==> src/sv/rcsf_pkg.sv <==
`default_nettype none
package rcsf_pkg;

	typedef enum logic {
		OP_HEADER  = 1'b0,
		OP_PAYLOAD = 1'b1
	} op_t;

	typedef struct packed {
		op_t         op;
		logic [5:0]  chunk_stream_id;
		logic [23:0] time_stamp;
		logic [23:0] message_length;
		logic [7:0]  message_type;
		logic [31:0] message_stream;
		logic [7:0]  payload_byte;
	} in_item_t;

	typedef struct packed {
		logic [7:0] out_byte;
		logic       last;
		logic       error;
	} out_item_t;

	localparam int          HDR_BYTES     = 12;
	localparam int          JOB_CNT_W     = 4;
	localparam int          CHUNK_SIZE_W  = 17;
	localparam logic [16:0] CHUNK_SIZE_RST = 17'd128;
	localparam logic [1:0]  FMT_TYPE3     = 2'b11;

	// bytes of one accepted item, data[0] goes out first
	typedef struct packed {
		logic [HDR_BYTES-1:0][7:0] data;
		logic [JOB_CNT_W-1:0]      cnt;
		logic                      last;
		logic                      err;
	} job_t;

endpackage
`default_nettype wire

==> src/sv/rtmp_chunk_stream_framer_top.sv <==
// channel  | direction | beat contents
// ---------+-----------+------------------------------------------------
// in       | sink      | in_data: op, header fields, payload_byte
// out      | source    | out_data: out_byte, last, error
// cfg      | sink      | cfg_wdata: chunk_size, no handshake back
//
// A header beat gives 12 output beats, a payload beat one, or two when a
// type-3 continuation byte goes first; a stray payload beat gives one error beat.
// Output runs one byte a cycle from the item shift register unless out stalls;
// payload streams at one beat per cycle likewise, if no type-3 byte is due.
// arst_n clears all control state at once. A stalled out side holds the output
// register; in_ready needs an empty item register or an outgoing final byte.
`default_nettype none
module rtmp_chunk_stream_framer_top (
	input  logic                clk,
	input  logic                arst_n,
	input  logic                in_valid,
	output logic                in_ready,
	input  rcsf_pkg::in_item_t  in_data,
	output logic                out_valid,
	input  logic                out_ready,
	output rcsf_pkg::out_item_t out_data,
	input  logic                cfg_wen,
	input  logic [16:0]         cfg_wdata
);

	rcsf_pkg::job_t job;
	logic           accept;

	rcsf_frame u_frame (
		.clk       (clk),
		.arst_n    (arst_n),
		.cfg_wen   (cfg_wen),
		.cfg_wdata (cfg_wdata),
		.in_data   (in_data),
		.accept    (accept),
		.job       (job)
	);

	rcsf_serial u_serial (
		.clk       (clk),
		.arst_n    (arst_n),
		.in_valid  (in_valid),
		.in_ready  (in_ready),
		.job       (job),
		.accept    (accept),
		.out_valid (out_valid),
		.out_ready (out_ready),
		.out_data  (out_data)
	);

endmodule
`default_nettype wire

==> src/sv/rcsf_frame.sv <==
`default_nettype none
module rcsf_frame (
	input  logic                 clk,
	input  logic                 arst_n,
	input  logic                 cfg_wen,
	input  logic [16:0]          cfg_wdata,
	input  rcsf_pkg::in_item_t   in_data,
	input  logic                 accept,
	output rcsf_pkg::job_t       job
);

	logic [16:0] chunk_size_q;
	logic [5:0]  open_id_q;
	logic [23:0] rem_q;
	logic [16:0] bic_q;
	logic        open_q;

	logic [16:0] limit;
	logic        need_cont;
	logic [16:0] bic_base;
	logic [16:0] bic_n;
	logic [23:0] rem_n;
	logic        pay_last;

	assign limit     = (chunk_size_q == '0) ? 17'd1 : chunk_size_q;
	assign need_cont = (bic_q >= limit);
	assign bic_base  = need_cont ? '0 : bic_q;
	assign bic_n     = bic_base + 17'd1;
	assign rem_n     = rem_q - 24'd1;
	assign pay_last  = (rem_n == '0);

	always_comb begin
		job      = '0;
		unique case (in_data.op)
			rcsf_pkg::OP_HEADER: begin
				job.data[0]  = {2'b00, in_data.chunk_stream_id};
				job.data[1]  = in_data.time_stamp[23:16];
				job.data[2]  = in_data.time_stamp[15:8];
				job.data[3]  = in_data.time_stamp[7:0];
				job.data[4]  = in_data.message_length[23:16];
				job.data[5]  = in_data.message_length[15:8];
				job.data[6]  = in_data.message_length[7:0];
				job.data[7]  = in_data.message_type;
				job.data[8]  = in_data.message_stream[7:0];
				job.data[9]  = in_data.message_stream[15:8];
				job.data[10] = in_data.message_stream[23:16];
				job.data[11] = in_data.message_stream[31:24];
				job.cnt      = rcsf_pkg::JOB_CNT_W'(rcsf_pkg::HDR_BYTES);
				job.last     = (in_data.message_length == '0);
			end
			rcsf_pkg::OP_PAYLOAD: begin
				if (!open_q) begin
					job.cnt = 4'd1;
					job.err = 1'b1;
				end else if (need_cont) begin
					job.data[0] = {rcsf_pkg::FMT_TYPE3, open_id_q};
					job.data[1] = in_data.payload_byte;
					job.cnt     = 4'd2;
					job.last    = pay_last;
				end else begin
					job.data[0] = in_data.payload_byte;
					job.cnt     = 4'd1;
					job.last    = pay_last;
				end
			end
			default: job = '0;
		endcase
	end

	always_ff @(posedge clk or negedge arst_n) begin
		if (!arst_n) begin
			chunk_size_q <= rcsf_pkg::CHUNK_SIZE_RST;
			open_id_q    <= '0;
			rem_q        <= '0;
			bic_q        <= '0;
			open_q       <= 1'b0;
		end else begin
			if (cfg_wen) begin
				chunk_size_q <= cfg_wdata;
			end
			if (accept) begin
				if (in_data.op == rcsf_pkg::OP_HEADER) begin
					open_id_q <= in_data.chunk_stream_id;
					rem_q     <= in_data.message_length;
					bic_q     <= '0;
					open_q    <= (in_data.message_length != '0);
				end else if (open_q) begin
					rem_q  <= rem_n;
					bic_q  <= pay_last ? '0 : bic_n;
					open_q <= !pay_last;
				end
			end
		end
	end

endmodule
`default_nettype wire

==> src/sv/rcsf_serial.sv <==
`default_nettype none
module rcsf_serial (
	input  logic                clk,
	input  logic                arst_n,
	input  logic                in_valid,
	output logic                in_ready,
	input  rcsf_pkg::job_t      job,
	output logic                accept,
	output logic                out_valid,
	input  logic                out_ready,
	output rcsf_pkg::out_item_t out_data
);

	logic [rcsf_pkg::HDR_BYTES-1:0][7:0] data_s1;
	logic [rcsf_pkg::JOB_CNT_W-1:0]      cnt_s1;
	logic                                last_s1;
	logic                                err_s1;

	logic                out_valid_q;
	rcsf_pkg::out_item_t out_data_q;

	logic adv;
	logic final_beat;

	assign adv        = (cnt_s1 != '0) && (!out_valid_q || out_ready);
	assign final_beat = (cnt_s1 == 4'd1);
	assign in_ready   = (cnt_s1 == '0) || (final_beat && adv);
	assign accept     = in_valid && in_ready;

	assign out_valid = out_valid_q;
	assign out_data  = out_data_q;

	always_ff @(posedge clk or negedge arst_n) begin
		if (!arst_n) begin
			cnt_s1      <= '0;
			out_valid_q <= 1'b0;
		end else begin
			if (accept) begin
				cnt_s1 <= job.cnt;
			end else if (adv) begin
				cnt_s1 <= cnt_s1 - 4'd1;
			end
			if (adv) begin
				out_valid_q <= 1'b1;
			end else if (out_ready) begin
				out_valid_q <= 1'b0;
			end
		end
	end

	always_ff @(posedge clk) begin
		if (accept) begin
			data_s1 <= job.data;
			last_s1 <= job.last;
			err_s1  <= job.err;
		end else if (adv) begin
			data_s1 <= {8'h00, data_s1[rcsf_pkg::HDR_BYTES-1:1]};
		end
		if (adv) begin
			out_data_q.out_byte <= data_s1[0];
			out_data_q.last     <= last_s1 && final_beat;
			out_data_q.error    <= err_s1 && final_beat;
		end
	end

endmodule
`default_nettype wire

==> config.mk <==
export PLATFORM = sky130hd
export DESIGN_NAME = rtmp_chunk_stream_framer_top
export DESIGN_NICKNAME = d
export VERILOG_FILES = /design/src/sv/rcsf_pkg.sv /design/src/sv/rtmp_chunk_stream_framer_top.sv /design/src/sv/rcsf_frame.sv /design/src/sv/rcsf_serial.sv
export SDC_FILE = /design/constraint.sdc
export NUM_CORES = 1
export LEC_CHECK = 0
export ABC_CLOCK_PERIOD_IN_PS = 4600
export BUFFER_PORTS_ARGS = -buffer_cell sky130_fd_sc_hd__buf_2
export CAP_MARGIN = 20
export CORE_MARGIN = 3
export CORE_UTILIZATION = 45
export CTS_CLUSTER_SIZE = 24
export DETAILED_ROUTE_END_ITERATION = 6
export PLACE_DENSITY = 0.68
export SLEW_MARGIN = 20
export SYNTH_ARGS = -nofsm -noshare
export SYNTH_HDL_FRONTEND = slang
export SYNTH_SLANG_ARGS = --single-unit
==> constraint.sdc <==
create_clock -name clk -period 4.6 [get_ports clk]
set_clock_uncertainty 0.1 [all_clocks]
set_input_delay 0.46 -clock clk [delete_from_list [all_inputs] [get_ports clk]]
set_output_delay 0.46 -clock clk [all_outputs]
set_load 0.02 [all_outputs]
==> run metrics <==
Placed Area 9990 sq um; dpl hpwl ~15 mm; # nets final ~1,200; Synth async-reset ratio 39.3%; initial core utilization ~46%; CTS tree built; sum of negative setup slack 0 ns; synthesized flop and latch total roughly 180; IO buf count between 100 and 150; Gate Count Post-Synth about 910; Cells after DPL roughly 1,300; total power draw approximately 5.5 mW; final wirelength between 20 and 25 mm; Num CTS Buffers 17; io pins approximately 140; crit path DAT between 4 and 5 ns; Leakage Power around 4.6 nW; Routed WL per cell approximately 17 microns; syn_area_per_cell 10.0 sq um; Reg area between 4000 and 5000 sq um; Pwr Density slightly above 500 nW/um^2; Final min period 4.08 ns; fin util between 50% and 60%; Top FF cell, synth edfxtp_1; core area 19,700 sq um; GPL Wtd Cong about 0.87; initial antenna violation count 0; Final Max Tran Viols 0; Least-Margin Pin Slew ~1 ns; worst-path fanout max 4; site row count 51; CTS Root Cell clkbuf_16; Vias 7,178; grt ovf 0; Crit path required time ~4.8 ns; endpoint type of the worst setup path flip-flop; commonest non-fill, non-tap cell in the layout nand2_1; routed vias/inst approximately 5.6; H-tree level count 4; multi-input logic area ~3800 sq um; commonest non-fill, non-tap cells in the layout 196 x nand2_1, 136 x buf_2, 108 x edfxtp_1; Slew headroom between 30 and 40%; sequential share of the synthesized area between 50% and 60%; clk buf depth 2; Worst-Skew Late Latency roughly 0.42 ns; Final Hold Slack between 0.1 and 0.15 ns; Residual DRC 0; pin count of the biggest net entering global routing 101; status completed; Post-synth EDFFs around 110; Critical Path Start u_frame.chunk_size_q[11]; endpoints failing setup 0; Non-Filler Instances roughly 1,300; setup bufs post-CTS 0; RSZ-0062 raised after global routing false; hold buffer count at CTS 0; post-synth cell types 61; Die Span Y about 150 microns; Place WS 0.464 ns; layout cells sized above 1 around a fifth; Post-Synthesis Cell Area about 9000 sq um; Max Freq roughly 240 MHz; Die ar. around 22,000 sq um; Starting DRT DRC Count 703; post-route setup slack between 0.5 and 0.6 ns; clock-pin slew on the worst setup and hold paths 0.07 ns; max cap viols 0; crit start category flip-flop; net count after synthesis 1,054; Design Area, Final 10,600 sq um; Clock Sinks roughly 180; Area growth syn-to-layout 16.4%; r2r startpoint u_frame.chunk_size_q[11]; Worst VDD drop around 0.28 mV; Hold WC Path Type in -> async; final period utilization around 89%; first-pass GRT wire length between 30 and 40 mm; Final ANT Viol Nets 0; Die W between 100 and 150 microns; Syn. warnings 0; Hold Fails Final Rpt 0; Antenna diodes 0; drt first pass iters 5; FILL cells 1,799; Setup CP Type reg -> reg; overall global routing resource usage about a fifth; vias in the first global route 6,785
## worst paths after layout
| kind | end | slack, ns | cells after the start |
|---|---|---|---|
| min in group clk | u_frame.chunk_size_q[12] | 0.15 | 3 |
| worst max-delay path | u_frame.bic_q[12] | 0.52 | 17 |
| worst min-delay path | u_frame.open_id_q[2] | 0.15 | 2 |
| max in group asynchronous | u_frame.rem_q[12] | 3.61 | 2 |
| worst min register to register | u_serial.out_data[9] | 0.32 | 0 |
| worst max register to register | u_frame.bic_q[12] | 0.52 | 17 |
## layout make-up
| cell class | count | area share (%) |
|---|---|---|
| repair buffers | 149 | 7.48 |
| inverters | 29 | 1.03 |
| well taps | 265 | 3.14 |
| flip-flops and latches | 178 | 47.3 |
| multi-input cells | 640 | 35.7 |
| clock inverters | 15 | 1.40 |
| clock buffers | 17 | 4.03 |
## metal layers
metal | vias up | global-route usage [%] | wire (microns)
li1 | 3515 | - | -
met1 | 3393 | 29.9 | 10600
met2 | 240 | 30.5 | 9700
met3 | 30 | 4.24 | 1390
met4 | 0 | 5.59 | 321
met5 | - | 0 | 0
## cell families after synthesis
family,synth area share (%)
AOI/OAI and AO/OA,13.9
xor gates and xnor gates,0.579
adders and majority gates,3.03
buffers and inverters,3.82
DFF,55.0
muxes,1.24
and+or+nand+nor,22.4
## flip-flops by register name, summed over array words and instances, names as in the netlist
name / flops
u_frame.chunk_size_q: 17
u_serial.err_s1: 1
u_serial.cnt_s1: 4
u_frame.open_id_q: 6
u_serial.out_valid: 1
u_frame.open_q: 1
u_frame.rem_q: 24
u_frame.bic_q: 17
u_serial.out_data: 10
u_serial.last_s1: 1
u_serial.data_s1: 96
## worst max-delay path: stages (launching register included)
cell       delay (ns)
dfrtp_1          0.40
nor4_2           0.32
a41o_1           0.21
ha_1             0.21
nand2b_1         0.13
a2111oi_0        0.36
a2111oi_0        0.12
o31ai_1          0.25
and4b_1          0.25
and2_1           0.14
ha_1             0.19
nand3_1          0.12
or2_2            0.36
nor2_1           0.15
nand2_1          0.13
o211a_1          0.24
a32oi_1          0.18
o41ai_1          0.11
## what timing repair did
action,4_1_cts,5_1_grt
hold endpoints to repair,0,0
gates resized for setup,0,1
endpoints found under the setup margin,0,1
## where the power goes
part | switching [mW] | internal (mW) | total [mW]
combinational | 0.870 | 0.605 | 1.48
clock | 0.683 | 0.720 | 1.40
sequential | 0.248 | 2.36 | 2.60
total | 1.80 | 3.68 | 5.48
## synthesized netlist by cell type (all sizes together) (3+ instances only)
master   count  area [sq um]
o21ai       54           270
nand2      196           736
nor2        29           109
a22o        25           219
o2111ai      8          70.1
and3        10          62.6
or2          4          27.5
inv         29           109
a211oi       3          22.5
a21oi       33           165
dfrtp       69          1730
nand3b      48           360
nand3       32           160
nor3        17          90.1
edfxtp     108          3240
buf         10          50.1
clkbuf      50           188
a21o        10          75.1
a31oi        3          18.8
nor4        16           100
nor4b        3          26.3
xnor2        5          43.8
mux2i        9          90.1
and2        12          75.1
or4          3          30.0
nor2b        5          31.3
o311ai       3          26.3
o211ai      14           105
o22ai       22           138
a22oi        3          22.5
ha          22           275
nand4        8          50.1
or3          4          30.0
nand2b      14          87.6
No activity file was read; power rests on OpenSTA's default activity.
